**src/sv/psu_pkg.sv**
```systemverilog
// psu_pkg: shared types, register indexes and lookup functions of the pulse sound unit
// no dependencies
`default_nettype none
package psu_pkg;

  // transaction function codes
  localparam logic [1:0] FUNC_TICK   = 2'd0;
  localparam logic [1:0] FUNC_READ   = 2'd1;
  localparam logic [1:0] FUNC_WRITE  = 2'd2;
  localparam logic [1:0] FUNC_UNUSED = 2'd3;

  // register file indexes relative to 0xFF10
  localparam logic [5:0] IDX_SWEEP   = 6'h00;
  localparam logic [5:0] IDX_LEN1    = 6'h01;
  localparam logic [5:0] IDX_ENV1    = 6'h02;
  localparam logic [5:0] IDX_FLO1    = 6'h03;
  localparam logic [5:0] IDX_FHI1    = 6'h04;
  localparam logic [5:0] IDX_LEN2    = 6'h06;
  localparam logic [5:0] IDX_ENV2    = 6'h07;
  localparam logic [5:0] IDX_FHI2    = 6'h09;
  localparam logic [5:0] IDX_POWER   = 6'h16;
  localparam logic [5:0] IDX_WAVE    = 6'h20;

  localparam int NUM_CTRL   = 22;
  localparam int NUM_WAVE   = 16;
  localparam int CHAN2_BASE = 5;

  typedef struct packed {
    logic [1:0]  func;
    logic [15:0] addr;
    logic [7:0]  wdata;
    logic [15:0] div_count;
  } psu_item_t;

  typedef struct packed {
    logic [7:0] rdata;
    logic [3:0] pulse1_level;
    logic [3:0] pulse2_level;
    logic [1:0] chan_status;
  } psu_result_t;

  // read-back OR mask of the control registers
  function automatic logic [7:0] read_mask(input logic [5:0] idx);
    logic [7:0] m;
    unique case (idx)
      6'h00: m = 8'h80;
      6'h01: m = 8'h3F;
      6'h02: m = 8'h00;
      6'h03: m = 8'hFF;
      6'h04: m = 8'hBF;
      6'h05: m = 8'hFF;
      6'h06: m = 8'h3F;
      6'h07: m = 8'h00;
      6'h08: m = 8'hFF;
      6'h09: m = 8'hBF;
      6'h0A: m = 8'h7F;
      6'h0B: m = 8'hFF;
      6'h0C: m = 8'h9F;
      6'h0D: m = 8'hFF;
      6'h0E: m = 8'hBF;
      6'h0F: m = 8'hFF;
      6'h10: m = 8'hFF;
      6'h11: m = 8'h00;
      6'h12: m = 8'h00;
      6'h13: m = 8'hBF;
      6'h14: m = 8'h00;
      6'h15: m = 8'h00;
      6'h16: m = 8'h70;
      6'h17, 6'h18, 6'h19, 6'h1A, 6'h1B, 6'h1C, 6'h1D, 6'h1E, 6'h1F: m = 8'hFF;
      default: m = 8'h00;
    endcase
    return m;
  endfunction

  // duty waveform, one bit per step
  function automatic logic [7:0] duty_wave(input logic [1:0] sel);
    logic [7:0] p;
    unique case (sel)
      2'd0: p = 8'h01;
      2'd1: p = 8'h81;
      2'd2: p = 8'h87;
      default: p = 8'h7E;
    endcase
    return p;
  endfunction

  // sweep frequency step; bit 11 set means overflow
  function automatic logic [11:0] sweep_calc(input logic [10:0] f, input logic [7:0] nr10);
    logic [10:0] d;
    d = f >> nr10[2:0];
    return nr10[3] ? ({1'b0, f} - {1'b0, d}) : ({1'b0, f} + {1'b0, d});
  endfunction

  // period reload (2048 - f) * 4
  function automatic logic [13:0] period_reload(input logic [10:0] f);
    logic [11:0] t;
    t = 12'd2048 - {1'b0, f};
    return {t, 2'b00};
  endfunction

endpackage
`default_nettype wire

```
**src/sv/psu_if.sv**
```systemverilog
// psu_in_if / psu_out_if: valid-ready channels of the pulse sound unit
// no dependencies
`default_nettype none
interface psu_in_if;
  logic        valid;
  logic        ready;
  logic [1:0]  func;
  logic [15:0] addr;
  logic [7:0]  wdata;
  logic [15:0] div_count;
  modport source (output valid, func, addr, wdata, div_count, input ready);
  modport sink (input valid, func, addr, wdata, div_count, output ready);
endinterface

interface psu_out_if;
  logic       valid;
  logic       ready;
  logic [7:0] rdata;
  logic [3:0] pulse1_level;
  logic [3:0] pulse2_level;
  logic [1:0] chan_status;
  modport source (output valid, rdata, pulse1_level, pulse2_level, chan_status, input ready);
  modport sink (input valid, rdata, pulse1_level, pulse2_level, chan_status, output ready);
endinterface
`default_nettype wire

```
**src/sv/psu_core.sv**
```systemverilog
// psu_core: register file, frame sequencer and both pulse channels
// depends on psu_pkg; state advances by one transaction when en is high
`default_nettype none
module psu_core #(
  parameter int DIV_TAP_BIT = 12
) (
  input  wire                 clk,
  input  wire                 rst,
  input  wire                 en,
  input  psu_pkg::psu_item_t  item,
  output psu_pkg::psu_result_t result
);

  logic [7:0]  regs [psu_pkg::NUM_CTRL];
  logic [7:0]  wave [psu_pkg::NUM_WAVE];
  logic        apu_on;
  logic [2:0]  seq_step;
  logic [1:0]  chan_on;
  logic [1:0]  dac_on;
  logic [6:0]  len [2];
  logic [13:0] ptimer [2];
  logic [3:0]  vol [2];
  logic [2:0]  etimer [2];
  logic [2:0]  duty [2];
  logic [3:0]  sweep_cnt;
  logic        sweep_armed;
  logic [10:0] sweep_freq;

  logic [7:0]  regs_next [psu_pkg::NUM_CTRL];
  logic [7:0]  wave_next [psu_pkg::NUM_WAVE];
  logic        apu_on_next;
  logic [2:0]  seq_step_next;
  logic [1:0]  chan_on_next;
  logic [1:0]  dac_on_next;
  logic [6:0]  len_next [2];
  logic [13:0] ptimer_next [2];
  logic [3:0]  vol_next [2];
  logic [2:0]  etimer_next [2];
  logic [2:0]  duty_next [2];
  logic [3:0]  sweep_cnt_next;
  logic        sweep_armed_next;
  logic [10:0] sweep_freq_next;
  logic [7:0]  rdata;

  // next state for one transaction
  always_comb begin
    logic [15:0] div_p1;
    logic        fall;
    logic        in_win;
    logic [5:0]  idx;
    logic [7:0]  v;
    logic [7:0]  nr10;
    logic [7:0]  nr2;
    logic [2:0]  per;
    logic [11:0] nf;
    logic [10:0] f;
    logic        do_len;
    logic        do_sweep;
    logic        do_env;
    logic        trig;
    int          b;
    regs_next        = regs;
    wave_next        = wave;
    apu_on_next      = apu_on;
    seq_step_next    = seq_step;
    chan_on_next     = chan_on;
    dac_on_next      = dac_on;
    len_next         = len;
    ptimer_next      = ptimer;
    vol_next         = vol;
    etimer_next      = etimer;
    duty_next        = duty;
    sweep_cnt_next   = sweep_cnt;
    sweep_armed_next = sweep_armed;
    sweep_freq_next  = sweep_freq;
    rdata            = 8'h00;
    div_p1   = item.div_count + 16'd1;
    fall     = item.div_count[DIV_TAP_BIT] & ~div_p1[DIV_TAP_BIT];
    in_win   = (item.addr[15:8] == 8'hFF) && (item.addr[7:4] != 4'h0)
               && (item.addr[7:6] == 2'b00);
    idx      = 6'(item.addr[7:0] - 8'h10);
    v        = item.wdata;
    nr10     = regs[0];
    do_len   = 1'b0;
    do_sweep = 1'b0;
    do_env   = 1'b0;
    trig     = 1'b0;
    nf       = '0;
    f        = '0;
    nr2      = '0;
    per      = '0;
    b        = 0;

    unique case (item.func)
      psu_pkg::FUNC_TICK: begin
        // frame sequencer step
        if (fall) begin
          unique case (seq_step)
            3'd0, 3'd4: do_len = 1'b1;
            3'd2, 3'd6: begin
              do_len   = 1'b1;
              do_sweep = 1'b1;
            end
            3'd7: do_env = 1'b1;
            default: ;
          endcase
          seq_step_next = seq_step + 3'd1;
        end
        // length counters
        if (do_len) begin
          for (int c = 0; c < 2; c++) begin
            b = c * psu_pkg::CHAN2_BASE;
            if (chan_on[c] && regs[b + 4][6] && len[c] != 7'd0) begin
              len_next[c] = len[c] - 7'd1;
              if (len[c] == 7'd1) chan_on_next[c] = 1'b0;
            end
          end
        end
        // frequency sweep, channel one
        if (do_sweep) begin
          per = nr10[6:4];
          if (sweep_cnt != 4'd0) sweep_cnt_next = sweep_cnt - 4'd1;
          if (sweep_cnt_next == 4'd0) begin
            sweep_cnt_next = (per != 3'd0) ? {1'b0, per} : 4'd8;
            if (sweep_armed && per != 3'd0) begin
              nf = psu_pkg::sweep_calc(sweep_freq, nr10);
              if (nf[11]) begin
                chan_on_next[0] = 1'b0;
              end else if (nr10[2:0] != 3'd0) begin
                sweep_freq_next = nf[10:0];
                regs_next[3]    = nf[7:0];
                regs_next[4]    = {regs[4][7:3], nf[10:8]};
                if (psu_pkg::sweep_calc(nf[10:0], nr10) > 12'd2047) chan_on_next[0] = 1'b0;
              end
            end
          end
        end
        // volume envelopes
        if (do_env) begin
          for (int c = 0; c < 2; c++) begin
            b   = c * psu_pkg::CHAN2_BASE;
            nr2 = regs[b + 2];
            if (nr2[2:0] != 3'd0) begin
              if (etimer[c] != 3'd0) etimer_next[c] = etimer[c] - 3'd1;
              if (etimer_next[c] == 3'd0) begin
                etimer_next[c] = nr2[2:0];
                if (nr2[3]) begin
                  if (vol[c] != 4'd15) vol_next[c] = vol[c] + 4'd1;
                end else if (vol[c] != 4'd0) begin
                  vol_next[c] = vol[c] - 4'd1;
                end
              end
            end
          end
        end
        // period timers and duty position
        for (int c = 0; c < 2; c++) begin
          b = c * psu_pkg::CHAN2_BASE;
          if (chan_on_next[c]) begin
            if (ptimer[c] != 14'd0) ptimer_next[c] = ptimer[c] - 14'd1;
            if (ptimer_next[c] == 14'd0) begin
              f = {regs_next[b + 4][2:0], regs_next[b + 3]};
              ptimer_next[c] = psu_pkg::period_reload(f);
              duty_next[c]   = duty[c] + 3'd1;
            end
          end
        end
      end
      psu_pkg::FUNC_READ: begin
        // bus read with mask
        if (!in_win) begin
          rdata = 8'hFF;
        end else if (idx == psu_pkg::IDX_POWER) begin
          rdata = {apu_on, 3'b111, 2'b00, chan_on[1], chan_on[0]};
        end else if (idx >= psu_pkg::IDX_WAVE) begin
          rdata = wave[idx[3:0]];
        end else if (!apu_on) begin
          rdata = psu_pkg::read_mask(idx);
        end else if (idx < psu_pkg::IDX_POWER) begin
          rdata = regs[idx[4:0]] | psu_pkg::read_mask(idx);
        end else begin
          rdata = psu_pkg::read_mask(idx);
        end
      end
      psu_pkg::FUNC_WRITE: begin
        if (in_win) begin
          if (idx == psu_pkg::IDX_POWER) begin
            // power register; turning off clears the control registers
            apu_on_next = v[7];
            if (apu_on && !v[7]) begin
              for (int k = 0; k < psu_pkg::NUM_CTRL; k++) regs_next[k] = 8'h00;
              chan_on_next = 2'b00;
            end
          end else if (idx >= psu_pkg::IDX_WAVE) begin
            wave_next[idx[3:0]] = v;
          end else if (apu_on && idx < psu_pkg::IDX_POWER) begin
            regs_next[idx[4:0]] = v;
            unique case (idx)
              psu_pkg::IDX_ENV1: begin
                dac_on_next[0] = v[7:3] != 5'd0;
                if (v[7:3] == 5'd0) chan_on_next[0] = 1'b0;
              end
              psu_pkg::IDX_ENV2: begin
                dac_on_next[1] = v[7:3] != 5'd0;
                if (v[7:3] == 5'd0) chan_on_next[1] = 1'b0;
              end
              psu_pkg::IDX_LEN1: len_next[0] = 7'd64 - {1'b0, v[5:0]};
              psu_pkg::IDX_LEN2: len_next[1] = 7'd64 - {1'b0, v[5:0]};
              psu_pkg::IDX_FHI1, psu_pkg::IDX_FHI2: trig = v[7];
              default: ;
            endcase
            // channel trigger
            if (trig) begin
              for (int c = 0; c < 2; c++) begin
                b = c * psu_pkg::CHAN2_BASE;
                if ((c == 0) == (idx == psu_pkg::IDX_FHI1)) begin
                  nr2 = regs_next[b + 2];
                  dac_on_next[c] = nr2[7:3] != 5'd0;
                  if (nr2[7:3] == 5'd0) begin
                    chan_on_next[c] = 1'b0;
                  end else begin
                    chan_on_next[c] = 1'b1;
                    if (len[c] == 7'd0) len_next[c] = 7'd64;
                    f = {regs_next[b + 4][2:0], regs_next[b + 3]};
                    ptimer_next[c] = psu_pkg::period_reload(f);
                    vol_next[c]    = nr2[7:4];
                    etimer_next[c] = nr2[2:0];
                    if (c == 0) begin
                      per = nr10[6:4];
                      sweep_freq_next  = f;
                      sweep_cnt_next   = (per != 3'd0) ? {1'b0, per} : 4'd8;
                      sweep_armed_next = (per != 3'd0) || (nr10[2:0] != 3'd0);
                      if (nr10[2:0] != 3'd0 && psu_pkg::sweep_calc(f, nr10) > 12'd2047)
                        chan_on_next[0] = 1'b0;
                    end
                  end
                end
              end
            end
          end
        end
      end
      default: ;
    endcase
  end

  // channel levels after this transaction
  always_comb begin
    logic [7:0] p1;
    logic [7:0] p2;
    p1 = psu_pkg::duty_wave(regs_next[1][7:6]);
    p2 = psu_pkg::duty_wave(regs_next[psu_pkg::CHAN2_BASE + 1][7:6]);
    result.rdata        = rdata;
    result.pulse1_level = (chan_on_next[0] && dac_on_next[0] && p1[duty_next[0]])
                          ? vol_next[0] : 4'd0;
    result.pulse2_level = (chan_on_next[1] && dac_on_next[1] && p2[duty_next[1]])
                          ? vol_next[1] : 4'd0;
    result.chan_status  = chan_on_next;
  end

  // state registers
  always_ff @(posedge clk) begin
    if (rst) begin
      for (int k = 0; k < psu_pkg::NUM_CTRL; k++) regs[k] <= 8'h00;
      for (int k = 0; k < psu_pkg::NUM_WAVE; k++) wave[k] <= 8'h00;
      apu_on      <= 1'b1;
      seq_step    <= 3'd0;
      chan_on     <= 2'b00;
      dac_on      <= 2'b00;
      for (int c = 0; c < 2; c++) begin
        len[c]    <= '0;
        ptimer[c] <= '0;
        vol[c]    <= '0;
        etimer[c] <= '0;
        duty[c]   <= '0;
      end
      sweep_cnt   <= '0;
      sweep_armed <= 1'b0;
      sweep_freq  <= '0;
    end else if (en) begin
      regs        <= regs_next;
      wave        <= wave_next;
      apu_on      <= apu_on_next;
      seq_step    <= seq_step_next;
      chan_on     <= chan_on_next;
      dac_on      <= dac_on_next;
      len         <= len_next;
      ptimer      <= ptimer_next;
      vol         <= vol_next;
      etimer      <= etimer_next;
      duty        <= duty_next;
      sweep_cnt   <= sweep_cnt_next;
      sweep_armed <= sweep_armed_next;
      sweep_freq  <= sweep_freq_next;
    end
  end

endmodule
`default_nettype wire

```
**src/sv/pulse_sound_unit_with_sweep.sv**
```systemverilog
// pulse_sound_unit_with_sweep: two square-wave channels with sweep and frame sequencer
// depends on psu_pkg, psu_in_if, psu_out_if and psu_core
//
// Usage:
//   in_ch carries one transaction per item: a clock tick, a bus read or a bus
//   write (func, addr, wdata, div_count). out_ch returns exactly one result
//   per item: read data (zero unless a read), both 4-bit channel levels and
//   the channel-on bits, as they stand after that item.
//   The item is captured in an input register; the whole update then runs
//   in psu_core and lands in the result register.
//   Throughput is one item per cycle while the receiver takes each result;
//   psu_core updates its whole state for each item.
//   When the receiver stalls, the result register holds and the input
//   register fills; in_ch.ready then drops until the result is taken.
//   Reset (rst, synchronous) empties both registers and returns the unit
//   to power on with all registers zero and both channels off.
`default_nettype none
module pulse_sound_unit_with_sweep #(
  parameter int DIV_TAP_BIT = 12
) (
  input wire         clk,
  input wire         rst,
  psu_in_if.sink     in_ch,
  psu_out_if.source  out_ch
);

  logic                 s_valid;
  psu_pkg::psu_item_t   s_item;
  logic                 o_valid;
  psu_pkg::psu_result_t o_result;
  psu_pkg::psu_result_t core_result;
  logic                 out_free;
  logic                 advance;

  assign out_free    = !o_valid || out_ch.ready;
  assign advance     = s_valid && out_free;
  assign in_ch.ready = !s_valid || out_free;

  // input register
  always_ff @(posedge clk) begin
    if (rst) begin
      s_valid <= 1'b0;
    end else if (in_ch.ready) begin
      s_valid <= in_ch.valid;
    end
  end

  always_ff @(posedge clk) begin
    if (in_ch.ready && in_ch.valid) begin
      s_item <= '{func: in_ch.func, addr: in_ch.addr, wdata: in_ch.wdata,
                  div_count: in_ch.div_count};
    end
  end

  psu_core #(
    .DIV_TAP_BIT(DIV_TAP_BIT)
  ) u_core (
    .clk   (clk),
    .rst   (rst),
    .en    (advance),
    .item  (s_item),
    .result(core_result)
  );

  // result register
  always_ff @(posedge clk) begin
    if (rst) begin
      o_valid <= 1'b0;
    end else if (out_free) begin
      o_valid <= s_valid;
    end
  end

  always_ff @(posedge clk) begin
    if (advance) begin
      o_result <= core_result;
    end
  end

  assign out_ch.valid        = o_valid;
  assign out_ch.rdata        = o_result.rdata;
  assign out_ch.pulse1_level = o_result.pulse1_level;
  assign out_ch.pulse2_level = o_result.pulse2_level;
  assign out_ch.chan_status  = o_result.chan_status;

`ifndef ASSERT_OFF
  // a staged item moves into the result register
  a_advance: assert property (@(posedge clk) disable iff (rst)
    advance |=> o_valid)
    else $error("staged transaction not moved to result register");

  // a blocked staged item stays put
  a_hold: assert property (@(posedge clk) disable iff (rst)
    (s_valid && !out_free) |=> (s_valid && $stable(s_item)))
    else $error("staged transaction lost while blocked");

  // a stalled result is not overwritten
  a_result_hold: assert property (@(posedge clk) disable iff (rst)
    (o_valid && !out_ch.ready) |=> (o_valid && $stable(o_result)))
    else $error("stalled result changed");

  // reads outside a read transaction return zero
  a_rdata_zero: assert property (@(posedge clk) disable iff (rst)
    (advance && s_item.func != psu_pkg::FUNC_READ) |=> (o_result.rdata == 8'h00))
    else $error("nonzero read data on non-read transaction");
`endif

endmodule
`default_nettype wire

```
**src/flat_wrapper.sv**
```systemverilog
// flat-port wrapper written by rule: the top's interface ports become plain ports
module pulse_sound_unit_with_sweep_flat 
#(
  parameter int DIV_TAP_BIT = 12
)
  (clk, rst, in_ch_valid, in_ch_func, in_ch_addr, in_ch_wdata, in_ch_div_count, in_ch_ready, out_ch_valid, out_ch_rdata, out_ch_pulse1_level, out_ch_pulse2_level, out_ch_chan_status, out_ch_ready);
  psu_in_if in_ch_i ();
  psu_out_if out_ch_i ();
  input wire clk;
  input wire rst;
  input wire logic [$bits(in_ch_i.valid)-1:0] in_ch_valid;
  input wire logic [$bits(in_ch_i.func)-1:0] in_ch_func;
  input wire logic [$bits(in_ch_i.addr)-1:0] in_ch_addr;
  input wire logic [$bits(in_ch_i.wdata)-1:0] in_ch_wdata;
  input wire logic [$bits(in_ch_i.div_count)-1:0] in_ch_div_count;
  output wire logic [$bits(in_ch_i.ready)-1:0] in_ch_ready;
  output wire logic [$bits(out_ch_i.valid)-1:0] out_ch_valid;
  output wire logic [$bits(out_ch_i.rdata)-1:0] out_ch_rdata;
  output wire logic [$bits(out_ch_i.pulse1_level)-1:0] out_ch_pulse1_level;
  output wire logic [$bits(out_ch_i.pulse2_level)-1:0] out_ch_pulse2_level;
  output wire logic [$bits(out_ch_i.chan_status)-1:0] out_ch_chan_status;
  input wire logic [$bits(out_ch_i.ready)-1:0] out_ch_ready;
  assign in_ch_i.valid = in_ch_valid;
  assign in_ch_i.func = in_ch_func;
  assign in_ch_i.addr = in_ch_addr;
  assign in_ch_i.wdata = in_ch_wdata;
  assign in_ch_i.div_count = in_ch_div_count;
  assign in_ch_ready = in_ch_i.ready;
  assign out_ch_valid = out_ch_i.valid;
  assign out_ch_rdata = out_ch_i.rdata;
  assign out_ch_pulse1_level = out_ch_i.pulse1_level;
  assign out_ch_pulse2_level = out_ch_i.pulse2_level;
  assign out_ch_chan_status = out_ch_i.chan_status;
  assign out_ch_i.ready = out_ch_ready;
  pulse_sound_unit_with_sweep #(.DIV_TAP_BIT(DIV_TAP_BIT)) u_core (.clk(clk), .rst(rst), .in_ch(in_ch_i), .out_ch(out_ch_i));
endmodule
```
**config.mk**
```make
export PLATFORM = sky130hd
export DESIGN_NAME = pulse_sound_unit_with_sweep_flat
export DESIGN_NICKNAME = d
export VERILOG_FILES = /design/src/sv/psu_pkg.sv /design/src/sv/psu_if.sv /design/src/sv/psu_core.sv /design/src/sv/pulse_sound_unit_with_sweep.sv /design/src/flat_wrapper.sv
export SDC_FILE = /design/constraint.sdc
export NUM_CORES = 1
export LEC_CHECK = 0
export ABC_AREA = 1
export BUFFER_PORTS_ARGS = -buffer_cell sky130_fd_sc_hd__clkbuf_2
export CORE_ASPECT_RATIO = 0.5
export CORE_UTILIZATION = 45
export DETAILED_ROUTE_END_ITERATION = 12
export GPL_TIMING_DRIVEN = 0
export PLACE_DENSITY = 0.68
export SLEW_MARGIN = 10
export SYNTH_ARGS = -nofsm -noshare
export SYNTH_HDL_FRONTEND = slang
export SYNTH_SLANG_ARGS = --single-unit
```
**constraint.sdc**
```tcl
create_clock -name clk -period 8.05 [get_ports clk]
set_input_delay 1.2075 -clock clk [delete_from_list [all_inputs] [get_ports clk]]
set_output_delay 1.2075 -clock clk [all_outputs]
set_load 0.1 [all_outputs]
```
==> flow_summary.toml <==
[outcome]
outcome = "finished, final reports clean"

[layout]
layout.cells.most_common = "sky130_fd_sc_hd__nand2_1"
filler_cell_count = 5962
drive_above_1_share_pct = 7.27
final_cell_mix = "sky130_fd_sc_hd__nand2_1, sky130_fd_sc_hd__a21oi_1, sky130_fd_sc_hd__o21ai_0"
stdcell_count = 4854
finish.instance_area_um2 = 29800
area_delta_synth_final_pct = 10.7
num-nets-final = 4173

[grt]
grt_util_met2_pct = 53.6
grt-ovfl-total = 0
grt_first_pass_wirelength_um = 167000
antenna_found_initial = 2
grt_start_max_net_pins = 38
use_met3_pct = 8.61
track_usage_pct = 36.1
groute.layer.met1.usage_pct = 49.5
first_global_vias = 27100
busiest_layer = "met2"

[yosys]
synth.largest_area_cell = "sky130_fd_sc_hd__dfxtp_1"
post-synth-top-area-fraction_pct = 29.2
most_used_flip_flop_cell_after_synthesis = "sky130_fd_sc_hd__dfxtp_1"
synth-xor-area-share_pct = 2.57
area_of_the_mapped_netlist_um2 = 26900
synth_async_sr_flop_share_pct = 0
synth-simple-area-share_pct = 22.8
synth.yosys.seq_area_share_pct = 35.5
ys_top_cells_by_area = "sky130_fd_sc_hd__dfxtp_1, sky130_fd_sc_hd__nand2_1, sky130_fd_sc_hd__a21oi_1, sky130_fd_sc_hd__o21ai_0, sky130_fd_sc_hd__edfxtp_1"
largest_family_of_logic_cells_by_synthesized_area = "compound AO/OA/AOI/OAI gates"
postSynthAreaPerCell_um2 = 6.83
post_synth_fa_ha_maj_area_fraction_pct = 3.66
synth.distinct_cells = 82
number_of_enable_flip_flop_cells_after_synthesis = 57
yosysWarningCount = 0
synth_mux_area_share_pct = 0.149
postSynthRegisterBits = 449
share_of_the_synthesized_area_in_compound_gates_ao_oa_aoi_oai_pct = 26.3
cell_count_after_synthesis = 3941
syn_nets = 4065

[drt]
routed_length_per_instance_um = 23.4
drt_first_pass_iters = 9
post_drt_via_cell_ratio = 6.17
num_vias = 29900
postRouteWirelength_um = 114000
initialDrtViolationCount = 4946
ant_nets = 0
drc_errors = 0

[floorplanning]
coreArea_um2 = 58200
die_x_um = 348
die_area_um2 = 60800
ioPinCount = 66
initial_utilization_pct = 46.2
chipHeight_um = 175
fp-row-count = 62

[sta]
clock-skew-final_ns = 0.0342
worst_pin_slew_ns = 1.35
rsz0062_at_grt = "no"
report.final.setup_viol = 0
hold_violations = 0
final_critical_path_share_of_the_clock_period_pct = 93.7
slew_violations = 0
totalNegativeSetupSlack_ns = 0
fin_crit_ns = 7.54
timing.max_slew.rel_slack_pct = 9.25
fmaxAchievable_ghz = 0.133

[power]
total_power_consumption_of_the_routed_design_mw = 6.11
vdd_drop_max_mv = 0.165
power_per_cell_area_nw_per_um2 = 205
static-leakage-power_nw = 12.0

[clock_network]
htree_levels = 2
numCtsBuffers = 45
root_buffer = "sky130_fd_sc_hd__clkbuf_16"
insertion_delay_ns = 0.61
cts.sink_count = 449
hold_buffers = 0
maximum_buffer_depth_of_the_clock_tree = 3
cts.clk_slew.worst_paths_ns = 0.07
tritoncts = "built"

[worst_setup_path]
critical_path_most_common_cell = "sky130_fd_sc_hd__nand2_1"
critical_path.startpoint_type = "register"
crit_type = "register to register"
timing.critical_path.arrival_ns = 7.88
worst_path_max_delay_cell = "sky130_fd_sc_hd__clkbuf_2"
cpPeakStageDelay_ns = 0.74
worst_ep_required_time_ns = 8.39
setup.worst_path.end_class = "register"
timing.critical_path.fanout_max = 20

[place]
placed_cells = 4771
finalWeightedCongestion = 1.07
io_buffer_count = 61
post-dp-hpwl_um = 84400
placed_cell_area_um2 = 28200

[job]
maxCapViolCount = 0

[min_path]
hold_path_class = "register to register"
## cells by family after synthesis
logic type,Yosys count
AOI/OAI and AO/OA,1271
and+or+nand+nor,1445
muxes,4
buffers and inverters,618
adders and majority gates,78
DFF,449
xor gates and xnor gates,76
## Yosys cell counts, types with 34 or more instances
cell type                  count
sky130_fd_sc_hd__a21oi_1     498
sky130_fd_sc_hd__edfxtp_1     57
sky130_fd_sc_hd__ha_1         77
sky130_fd_sc_hd__o21ai_0     469
sky130_fd_sc_hd__nor2_1      336
sky130_fd_sc_hd__dfxtp_1     392
sky130_fd_sc_hd__xor2_1       60
sky130_fd_sc_hd__clkbuf_1    169
sky130_fd_sc_hd__nor3_1       52
sky130_fd_sc_hd__a211oi_1     36
sky130_fd_sc_hd__nand3_1     140
sky130_fd_sc_hd__nand2_1     797
sky130_fd_sc_hd__o21ai_1      51
sky130_fd_sc_hd__a31oi_1      34
sky130_fd_sc_hd__inv_1       366
sky130_fd_sc_hd__o211ai_1     41
## worst max-delay path, delay by kind of cell (launching register included)
family / cells / cell delay [ns]
AND/OR/NAND/NOR: 13 / 1.74
flip-flops: 1 / 0.48
buffers and inverters: 9 / 2.21
AO/OA/AOI/OAI: 10 / 1.89
adder cells (fa/ha/maj): 3 / 0.79
XOR/XNOR: 1 / 0.15
## metrics by stage
stage               setup slack (ns)  utilization [%]  hold slack [ns]
global placement               0.304             48.4            0.445
detailed placement             0.237             48.5            0.449
finish                         0.505             51.2            0.460
CTS                            0.173             51.2            0.458
global route                   0.141             51.2            0.473
floorplan                       2.16                -            0.438
## per-layer routing
| layer | share of wire (%) | wire (um) |
|---|---|---|
| met1 | 41 | 46100 |
| met5 | 0.12 | 134 |
| met4 | 5.0 | 5730 |
| met3 | 13 | 15300 |
| met2 | 41 | 46400 |
## where the power goes
| group | internal (mW) | switching (mW) |
|---|---|---|
| registers | 2.31 | 0.0383 |
| clock network | 1.35 | 1.01 |
| logic | 0.410 | 0.999 |
## cell type report
class	count	area (um^2)	area share [%]
clock buffer	57	1230	4.14
inverter	406	1520	5.12
antenna	1	2.50	0.00840
buffer	211	876	2.94
clock inverter	26	359	1.21
sequential	449	9560	32.1
timing repair buffer	62	325	1.09
tap	768	961	3.23
multi-input combinational	2874	14900	50.2
## flip-flops by register name, summed over array words and instances (netlist names), 2 cells and up
name / count
u_core.u_core.chan_on: 2
u_core.u_core.wave: 128
u_core.u_core.dac_on: 2
u_core.u_core.seq_step: 3
u_core.out_ch.chan_status: 2
u_core.u_core.vol: 8
u_core.out_ch.rdata: 8
u_core.out_ch.pulse1_level: 4
u_core.u_core.len: 14
u_core.u_core.sweep_freq: 11
u_core.out_ch.pulse2_level: 4
u_core.u_core.regs: 176
u_core.s_item: 39
u_core.u_core.ptimer: 28
u_core.u_core.etimer: 6
u_core.u_core.duty: 6
u_core.u_core.sweep_cnt: 4
## final timing paths
| path | end | depth (start not counted) | slack (ns) | start |
|---|---|---|---|---|
| max reg2reg | u_core.out_ch.pulse1_level[2] | 36 | 0.51 | u_core.s_item[24] |
| max | u_core.out_ch.pulse1_level[2] | 36 | 0.51 | u_core.s_item[24] |
| min | u_core.u_core.regs[68] | 2 | 0.46 | u_core.u_core.regs[68] |
| min reg2reg | u_core.u_core.regs[68] | 2 | 0.46 | u_core.u_core.regs[68] |
## timing repair
action,4_1_cts,5_1_grt
endpoints found under the setup margin,0,6
gates resized for setup,0,2
buffers inserted,0,0
Power figures use the tool's default switching activity.
